File: src/rtl/ihds_pkg.sv
// Package for the image header dimension sniffer: payload types, codes, constants.
package ihds_pkg;
  localparam int HeaderBytes   = 32;
  localparam int JpegStepLimit = 2000;

  localparam logic [2:0] ST_OK      = 3'd0;
  localparam logic [2:0] ST_INVALID = 3'd1;
  localparam logic [2:0] ST_NOTGIF  = 3'd2;
  localparam logic [2:0] ST_LARGE   = 3'd3;
  localparam logic [2:0] ST_UNSUP   = 3'd4;

  localparam logic [2:0] FMT_GIF  = 3'd0;
  localparam logic [2:0] FMT_PNG  = 3'd1;
  localparam logic [2:0] FMT_JPEG = 3'd2;
  localparam logic [2:0] FMT_WEBP = 3'd3;
  localparam logic [2:0] FMT_NONE = 3'd4;

  localparam logic [1:0] REG_CHECK_MODE     = 2'd0;
  localparam logic [1:0] REG_MAX_DIMENSION  = 2'd1;
  localparam logic [1:0] REG_MAX_FILE_BYTES = 2'd2;

  typedef struct packed {
    logic [7:0] data_byte;
    logic       last_byte;
  } in_item_t;

  typedef struct packed {
    logic        accepted;
    logic [2:0]  status;
    logic [2:0]  format_code;
    logic [24:0] image_width;
    logic [24:0] image_height;
  } out_item_t;

  typedef struct packed {
    logic [1:0]  index;
    logic [31:0] data;
  } cfg_item_t;
endpackage

File: src/rtl/image_header_dimension_sniffer.sv
// Top level of the image header dimension sniffer.
//   channel | signals                      | payload
//   in      | in_valid, in_ready, in_item   | data_byte, last_byte
//   out     | out_valid, out_ready, out_item| accepted, status, format, width, height
//   cfg     | cfg_valid, cfg_ready, cfg_item| register index, write data
// One byte per cycle unless stalled. Each byte updates the counter, header store and
// JPEG walker; the final byte is evaluated in a second stage (registered snapshot),
// and the result is then registered at the output. A held result stalls input only
// when a second result is ready behind it. Sync reset clears control state.
module image_header_dimension_sniffer (
  input  logic                clk,
  input  logic                rst,
  input  logic                in_valid,
  output logic                in_ready,
  input  ihds_pkg::in_item_t  in_item,
  output logic                out_valid,
  input  logic                out_ready,
  output ihds_pkg::out_item_t out_item,
  input  logic                cfg_valid,
  output logic                cfg_ready,
  input  ihds_pkg::cfg_item_t cfg_item
);
  import ihds_pkg::*;

  typedef enum logic [3:0] {
    PH_SEEK, PH_MARK, PH_LENH, PH_LENL, PH_SKIP, PH_PREC,
    PH_H1, PH_H2, PH_W1, PH_W2, PH_DONE
  } phase_t;
  typedef enum logic [1:0] {DIMS_NONE, DIMS_FOUND, DIMS_STOP} dims_t;

  logic        check_mode;
  logic [24:0] max_dimension;
  logic [31:0] max_file_bytes;

  logic [31:0] byte_count;
  logic [7:0]  header_store [HeaderBytes];
  phase_t      jpeg_phase;
  logic [7:0]  jpeg_marker;
  logic [15:0] segment_remaining;
  logic [10:0] walk_steps;
  logic [15:0] found_width, found_height;
  dims_t       dims_found;

  // evaluation stage snapshot
  logic        eval_valid;
  logic [31:0] eval_count;
  logic [7:0]  eval_hdr [HeaderBytes];
  logic [15:0] eval_jw, eval_jh;
  dims_t       eval_dims;

  logic      in_fire, eval_adv;
  out_item_t res, res_next;

  assign cfg_ready = 1'b1;
  assign eval_adv  = eval_valid && (!out_valid || out_ready);
  assign in_ready  = !eval_valid || !out_valid || out_ready;
  assign in_fire   = in_valid && in_ready;
  assign out_item  = res;

  always_ff @(posedge clk) begin
    if (rst) begin
      check_mode     <= 1'b0;
      max_dimension  <= 25'd4096;
      max_file_bytes <= 32'd16777216;
    end else if (cfg_valid) begin
      unique case (cfg_item.index)
        REG_CHECK_MODE:     check_mode     <= cfg_item.data[0];
        REG_MAX_DIMENSION:  max_dimension  <= cfg_item.data[24:0];
        REG_MAX_FILE_BYTES: max_file_bytes <= cfg_item.data;
        default: ;
      endcase
    end
  end

  // next values of the per-byte state
  logic [31:0] cnt_next;
  phase_t      ph_next;
  logic [7:0]  mk_next;
  logic [15:0] seg_next, fw_next, fh_next, len;
  logic [10:0] ws_next;
  dims_t       dims_next;
  logic [7:0]  b;

  always_comb begin
    b         = in_item.data_byte;
    cnt_next  = (byte_count == 32'hFFFF_FFFF) ? byte_count : byte_count + 32'd1;
    ph_next   = jpeg_phase;
    mk_next   = jpeg_marker;
    seg_next  = segment_remaining;
    ws_next   = walk_steps;
    fw_next   = found_width;
    fh_next   = found_height;
    dims_next = dims_found;
    len       = {segment_remaining[15:8], b};
    if (byte_count >= 32'd2) begin
      case (jpeg_phase)
        PH_SEEK: begin
          if (walk_steps >= 11'(JpegStepLimit)) begin
            ph_next = PH_DONE; dims_next = DIMS_STOP;
          end else if (b == 8'hFF) begin
            ph_next = PH_MARK;
          end else begin
            ws_next = walk_steps + 11'd1;
          end
        end
        PH_MARK: begin
          ws_next = walk_steps + 11'd1;
          mk_next = b;
          if (b == 8'hD8 || b == 8'hD9 || b == 8'h01 || b[7:3] == 5'b11010)
            ph_next = PH_SEEK;
          else
            ph_next = PH_LENH;
        end
        PH_LENH: begin
          seg_next = {b, 8'h00}; ph_next = PH_LENL;
        end
        PH_LENL: begin
          if (len < 16'd2) begin
            ph_next = PH_DONE; dims_next = DIMS_STOP;
          end else if (jpeg_marker[7:4] == 4'hC && jpeg_marker != 8'hC4 &&
                       jpeg_marker != 8'hC8 && jpeg_marker != 8'hCC) begin
            ph_next = PH_PREC;
          end else if (jpeg_marker == 8'hDA) begin
            ph_next = PH_DONE; dims_next = DIMS_STOP;
          end else begin
            seg_next = len - 16'd2;
            ph_next  = (len == 16'd2) ? PH_SEEK : PH_SKIP;
          end
        end
        PH_SKIP: begin
          seg_next = segment_remaining - 16'd1;
          if (segment_remaining == 16'd1) ph_next = PH_SEEK;
        end
        PH_PREC: ph_next = PH_H1;
        PH_H1:   begin fh_next = {b, 8'h00}; ph_next = PH_H2; end
        PH_H2:   begin fh_next = {found_height[15:8], b}; ph_next = PH_W1; end
        PH_W1:   begin fw_next = {b, 8'h00}; ph_next = PH_W2; end
        PH_W2:   begin
          fw_next = {found_width[15:8], b}; ph_next = PH_DONE; dims_next = DIMS_FOUND;
        end
        default: ;
      endcase
    end
  end

  always_ff @(posedge clk) begin
    if (rst) begin
      byte_count <= '0; jpeg_phase <= PH_SEEK; jpeg_marker <= '0;
      segment_remaining <= '0; walk_steps <= '0; found_width <= '0;
      found_height <= '0; dims_found <= DIMS_NONE;
    end else if (in_fire) begin
      if (in_item.last_byte) begin
        byte_count <= '0; jpeg_phase <= PH_SEEK; jpeg_marker <= '0;
        segment_remaining <= '0; walk_steps <= '0; found_width <= '0;
        found_height <= '0; dims_found <= DIMS_NONE;
      end else begin
        byte_count <= cnt_next; jpeg_phase <= ph_next; jpeg_marker <= mk_next;
        segment_remaining <= seg_next; walk_steps <= ws_next;
        found_width <= fw_next; found_height <= fh_next; dims_found <= dims_next;
      end
    end
  end

  // header store: eval snapshot takes the store plus the final byte
  always_ff @(posedge clk) begin
    if (in_fire && byte_count < 32'(HeaderBytes))
      header_store[byte_count[4:0]] <= b;
    if (in_fire && in_item.last_byte) begin
      for (int i = 0; i < HeaderBytes; i++)
        eval_hdr[i] <= (byte_count == 32'(i)) ? b : header_store[i];
      eval_count <= cnt_next;
      eval_jw    <= fw_next;
      eval_jh    <= fh_next;
      eval_dims  <= dims_next;
    end
  end

  always_ff @(posedge clk) begin
    if (rst) eval_valid <= 1'b0;
    else if (in_fire && in_item.last_byte) eval_valid <= 1'b1;
    else if (eval_adv) eval_valid <= 1'b0;
  end

  // final evaluation
  logic        gifm, pngm, jpgm, webm;
  logic [31:0] w, h, v;
  logic [2:0]  st, fmt;
  logic [31:0] n;
  logic [7:0]  hd [HeaderBytes];

  always_comb begin
    hd  = eval_hdr;
    n   = eval_count;
    st  = ST_OK; fmt = FMT_NONE; w = '0; h = '0;
    v   = {hd[24], hd[23], hd[22], hd[21]};
    gifm = n >= 32'd6 && hd[0] == "G" && hd[1] == "I" && hd[2] == "F" && hd[3] == "8" &&
           (hd[4] == "7" || hd[4] == "9") && hd[5] == "a";
    pngm = n >= 32'd8 && hd[0] == 8'h89 && hd[1] == "P" && hd[2] == "N" && hd[3] == "G" &&
           hd[4] == 8'h0D && hd[5] == 8'h0A && hd[6] == 8'h1A && hd[7] == 8'h0A;
    jpgm = n >= 32'd3 && hd[0] == 8'hFF && hd[1] == 8'hD8 && hd[2] == 8'hFF;
    webm = n >= 32'd12 && hd[0] == "R" && hd[1] == "I" && hd[2] == "F" && hd[3] == "F" &&
           hd[8] == "W" && hd[9] == "E" && hd[10] == "B" && hd[11] == "P";
    if (check_mode || gifm) begin
      fmt = FMT_GIF;
      if (n < 32'd10) st = ST_INVALID;
      else if (!gifm) st = ST_NOTGIF;
      else begin
        w = {16'd0, hd[7], hd[6]};
        h = {16'd0, hd[9], hd[8]};
        if (w == 0 || h == 0) st = ST_INVALID;
      end
    end else if (pngm) begin
      fmt = FMT_PNG;
      w = {hd[16], hd[17], hd[18], hd[19]};
      h = {hd[20], hd[21], hd[22], hd[23]};
      if (n < 32'd24 || !(hd[12] == "I" && hd[13] == "H" && hd[14] == "D" && hd[15] == "R")
          || w == 0 || h == 0 || w[31] || h[31])
        st = ST_INVALID;
    end else if (jpgm) begin
      fmt = FMT_JPEG;
      w = {16'd0, eval_jw};
      h = {16'd0, eval_jh};
      if (n < 32'd4 || eval_dims != DIMS_FOUND || w == 0 || h == 0) st = ST_INVALID;
    end else if (webm) begin
      fmt = FMT_WEBP;
      st  = ST_INVALID;
      if (n < 32'd20) begin
      end else if (hd[12] == "V" && hd[13] == "P" && hd[14] == "8" && hd[15] == "X") begin
        if (n >= 32'd30) begin
          w = {8'd0, hd[26], hd[25], hd[24]} + 32'd1;
          h = {8'd0, hd[29], hd[28], hd[27]} + 32'd1;
          st = ST_OK;
        end
      end else if (hd[12] == "V" && hd[13] == "P" && hd[14] == "8" && hd[15] == "L") begin
        if (n >= 32'd25 && hd[20] == 8'h2F) begin
          w = {18'd0, v[13:0]} + 32'd1;
          h = {18'd0, v[27:14]} + 32'd1;
          st = ST_OK;
        end
      end else if (hd[12] == "V" && hd[13] == "P" && hd[14] == "8" && hd[15] == " ") begin
        if (n >= 32'd30 && hd[23] == 8'h9D && hd[24] == 8'h01 && hd[25] == 8'h2A) begin
          w = {18'd0, hd[27][5:0], hd[26]};
          h = {18'd0, hd[29][5:0], hd[28]};
          if (w != 0 && h != 0) st = ST_OK;
        end
      end
    end else begin
      st = ST_UNSUP;
    end
    if (st == ST_OK && (w > {7'd0, max_dimension} || h > {7'd0, max_dimension} ||
                        n > max_file_bytes))
      st = ST_LARGE;
    if (st != ST_OK) begin
      fmt = FMT_NONE; w = '0; h = '0;
    end
    res_next.accepted     = (st == ST_OK);
    res_next.status       = st;
    res_next.format_code  = fmt;
    res_next.image_width  = w[24:0];
    res_next.image_height = h[24:0];
  end

  always_ff @(posedge clk) begin
    if (rst) out_valid <= 1'b0;
    else if (eval_adv) out_valid <= 1'b1;
    else if (out_ready) out_valid <= 1'b0;
  end

  always_ff @(posedge clk) begin
    if (eval_adv) res <= res_next;
  end

  assert property (@(posedge clk) disable iff (rst)
    out_valid && !out_ready && eval_valid |-> !in_ready)
    else $error("input taken with both result stages full");
  assert property (@(posedge clk) disable iff (rst)
    out_valid |-> (out_item.accepted == (out_item.status == ST_OK)))
    else $error("accepted flag disagrees with status");
  assert property (@(posedge clk) disable iff (rst)
    out_valid && !out_item.accepted |->
      out_item.format_code == FMT_NONE && out_item.image_width == '0)
    else $error("rejected result carries format or size");
  assert property (@(posedge clk) disable iff (rst)
    in_fire && in_item.last_byte |=> eval_valid && byte_count == '0)
    else $error("final byte not handed to evaluation");
endmodule

File: config.mk
export PLATFORM = sky130hd
export DESIGN_NAME = image_header_dimension_sniffer
export DESIGN_NICKNAME = d
export VERILOG_FILES = /design/src/rtl/ihds_pkg.sv /design/src/rtl/image_header_dimension_sniffer.sv
export SDC_FILE = /design/constraint.sdc
export NUM_CORES = 2
export LEC_CHECK = 0
export ABC_AREA = 1
export BUFFER_PORTS_ARGS = -buffer_cell sky130_fd_sc_hd__buf_2
export CORE_ASPECT_RATIO = 1.25
export CORE_MARGIN = 4
export CORE_UTILIZATION = 37
export CTS_BUF_LIST = sky130_fd_sc_hd__clkbuf_4 sky130_fd_sc_hd__clkbuf_8 sky130_fd_sc_hd__clkbuf_16
export DETAILED_ROUTE_END_ITERATION = 6
export PLACE_DENSITY = 0.57
export SKIP_LAST_GASP = 1
export SLEW_MARGIN = 10
export SYNTH_ARGS = -nofsm -noshare
export SYNTH_HDL_FRONTEND = slang
export SYNTH_SLANG_ARGS = --single-unit
File: constraint.sdc
create_clock -name clk -period 53.2 [get_ports clk]
set_clock_uncertainty 0.2 [all_clocks]
set_input_delay 5.32 -clock clk [delete_from_list [all_inputs] [get_ports clk]]
set_output_delay 5.32 -clock clk [all_outputs]
set_load 0.01 [all_outputs]
==> flow_summary.yaml <==
status:
  status: "completed"
setup_path:
  r2r_slack_ns: 47.28
  path_class: "input pin to primary output"
  crit_path_end_kind: "primary output"
  crit_path_start: "out_ready"
  r2r-end: "out_item[56]$_DFFE_PP_"
  path_max_fanout: 2
  worst_ep_required_time_ns: 47.68
  start_kind: "input pin"
  critPathArrivalTime_ns: 5.92
  regToRegStartpoint: "eval_hdr[199]$_DFFE_PP_"
  ff2ff_path_depth: 25
synth:
  synthCells: 4183
  syn_area_mm2: 0.03774
  synth.avg_cell_area_um2: 9.023
  yosysUniqueCellTypes: 63
  synth-edff-count: 603
  seq_area_frac_synth_pct: 56.72
  ys_ff_latch: 768
  ys_warn_count: 0
  synth_ff_type: "edfxtp_1"
  syn_nets: 4331
  synth-async-reset-ratio_pct: 0
layout:
  stdcell_count: 5629
  diodes: 0
  multi_input_area_mm2: 0.01392
  fillers: 9879
  final_common_cell: "nand2_1"
  final_cell_mix: "944 x nand2_1, 603 x edfxtp_1, 434 x inv_1, 418 x nor2_1, 299 x o21ai_0"
  fin_area_mm2: 0.04212
  seq_area_mm2: 0.02141
  syn_to_final_growth_pct: 11.59
  fin_nets: 4399
  drive_above_1_share_pct: 9.654
floorplanning:
  dieArea_mm2: 0.1072
  chipWidth_um: 293.7
  coreArea_mm2: 0.1008
  dieHeight_um: 365.1
  rows: 130
  start_util_pct: 37.43
  num_io_pins: 108
timing:
  fin_crit_sh_pct: 21.51
  rsz0062_at_grt: "false"
  slew_violations: 0
  fmax_ghz: 0.08740
  finalWorstSetupSlack_ns: 41.76
  min_period_ns: 11.44
  finalSetupTns_ns: 0
  maxSlewHeadroom_pct: 25.24
  worst_pin_slew_ns: 1.120
  setup_viol: 0
  finalHoldViolations: 0
clock_tree:
  post_cts_buffers: 0
  clk_path_buf_depth: 3
  cts_tree: "done"
  cts_root_buffer: "clkbuf_16"
  clk_latency_ns: 0.64
  cts_buffers: 76
  cts.clk_slew.worst_paths_ns: 0.06
  clock-sinks: 768
  cts_resized: 0
  hold_buffers: 0
  cts_htree_levels: 3
power:
  power_density_mw_per_mm2: 30.54
  power.leakage_uw: 0.01631
  ir_worst_vdd_mv: 0.02481
  finalPower_uw: 1286
worst_hold_path:
  min_from: "max_file_bytes[30]$_SDFFE_PP0P_"
  hp-class: "register to register"
  hold_end: "max_file_bytes[30]$_SDFFE_PP0P_"
  hold_depth: 2
placement:
  place_inst: 5493
  port_buffers: 106
  hpwlAfterDp_mm: 84.62
  gp_congestion: 0.9500
  place_ws_ns: 41.75
  placed_cell_area_mm2: 0.03957
route:
  routedWlPerCell_um: 21.16
  avgViaCountPerCell: 5.185
  drc: 0
  wirelength_mm: 119.1
  drt-pass1-iter-count: 6
  drt_iter0_drc: 2360
  vias: 29190
  final_antenna_net_count: 0
grt:
  grt_pass1_vias: 27620
  grt_usage_pct: 21.93
  grt_pass1_wl_mm: 175.4
  grt_overflow: 0
  antenna_found_initial: 0
  grt_max_degree: 79
run:
  cap_violations: 0
-- how the worst max path moves through the flow --
stage / depth (start not counted) / slack [ns] / end
after floorplan: 6 / 31.64 / jpeg_marker[0]$_SDFFE_PP0P_
after global placement: 6 / 41.72 / in_ready
after detailed placement: 6 / 41.75 / in_ready
after CTS: 6 / 41.75 / in_ready
after global routing: 6 / 41.68 / in_ready
final: 6 / 41.76 / in_ready
-- layout make-up --
type                       instances  share of cell area [%]
clock inverter                    34                  0.8377
clock buffer                     102                   5.217
sequential                       768                   50.83
tap                             1320                   3.921
timing repair buffer             144                   1.943
inverter                         470                   4.189
multi-input combinational       2791                   33.06
-- where the power goes --
part           switching [µW]  leakage (µW)  internal, µW
Combinational            52.7       0.00812          16.0
Clock                     235       0.00126           317
Sequential               8.56       0.00693           657
-- worst max-delay path, stage by stage --
cell	delay (ns)
buf_2	0.10
inv_1	0.09
nand2_1	0.08
nor2_1	0.12
inv_1	0.07
buf_2	0.14
-- cells in the mapped netlist (all sizes together), types with 12 or more instances --
cell type / n / area share, %
xnor2: 13 / 0.30
clkbuf: 113 / 1.1
nand4: 89 / 1.6
o31ai: 12 / 0.25
a21oi: 283 / 3.8
edfxtp: 603 / 48
nand2: 950 / 9.5
buf: 41 / 0.67
xor2: 35 / 0.81
nor3: 58 / 0.81
nor4: 26 / 0.47
dfxtp: 165 / 8.8
nand3: 191 / 2.7
o21ai: 438 / 5.8
ha: 100 / 3.3
a22oi: 12 / 0.24
nor2: 498 / 5.6
inv: 460 / 4.6
nand3b: 16 / 0.33
-- state kept, by name, indices dropped and copies added, names as in the netlist, 8 cells and up --
name	cells
segment_remaining	16
found_height	16
eval_hdr	240
eval_jh	16
out_item	57
eval_jw	16
jpeg_marker	8
max_file_bytes	32
eval_count	32
walk_steps	11
max_dimension	25
found_width	16
byte_count	32
header_store	240
-- cells by family (layout without fill, tap and decap cells) --
| family | count (synthesis) | after routing | share of synthesized area, % |
|---|---|---|---|
| flip-flops | 768 | 768 | 56.72 |
| AND/OR/NAND/NOR | 1851 | 1851 | 21.38 |
| AO/OA/AOI/OAI | 791 | 791 | 11.00 |
| other | 1 | 1 | 0.009935 |
| XOR/XNOR | 48 | 48 | 1.114 |
| buffers and inverters | 624 | 750 | 6.464 |
| adder cells (fa/ha/maj) | 100 | 100 | 3.315 |
-- routing by layer --
| layer | global-route usage (%) | part of all wire (%) |
|---|---|---|
| met5 | 0 | 0 |
| met4 | 9.380 | 4.5 |
| met3 | 2.474 | 5.4 |
| met2 | 38.68 | 49 |
| met1 | 27.32 | 41 |
-- through the flow --
stage               hold slack, ns  util, %
finish                      0.2611    41.76
global route                0.2756    41.76
CTS                         0.2639    41.76
detailed placement          0.2536    39.24
global placement            0.2480    39.24
floorplan                   0.2353        -
Note: power is estimated with default switching activity, not from simulation.
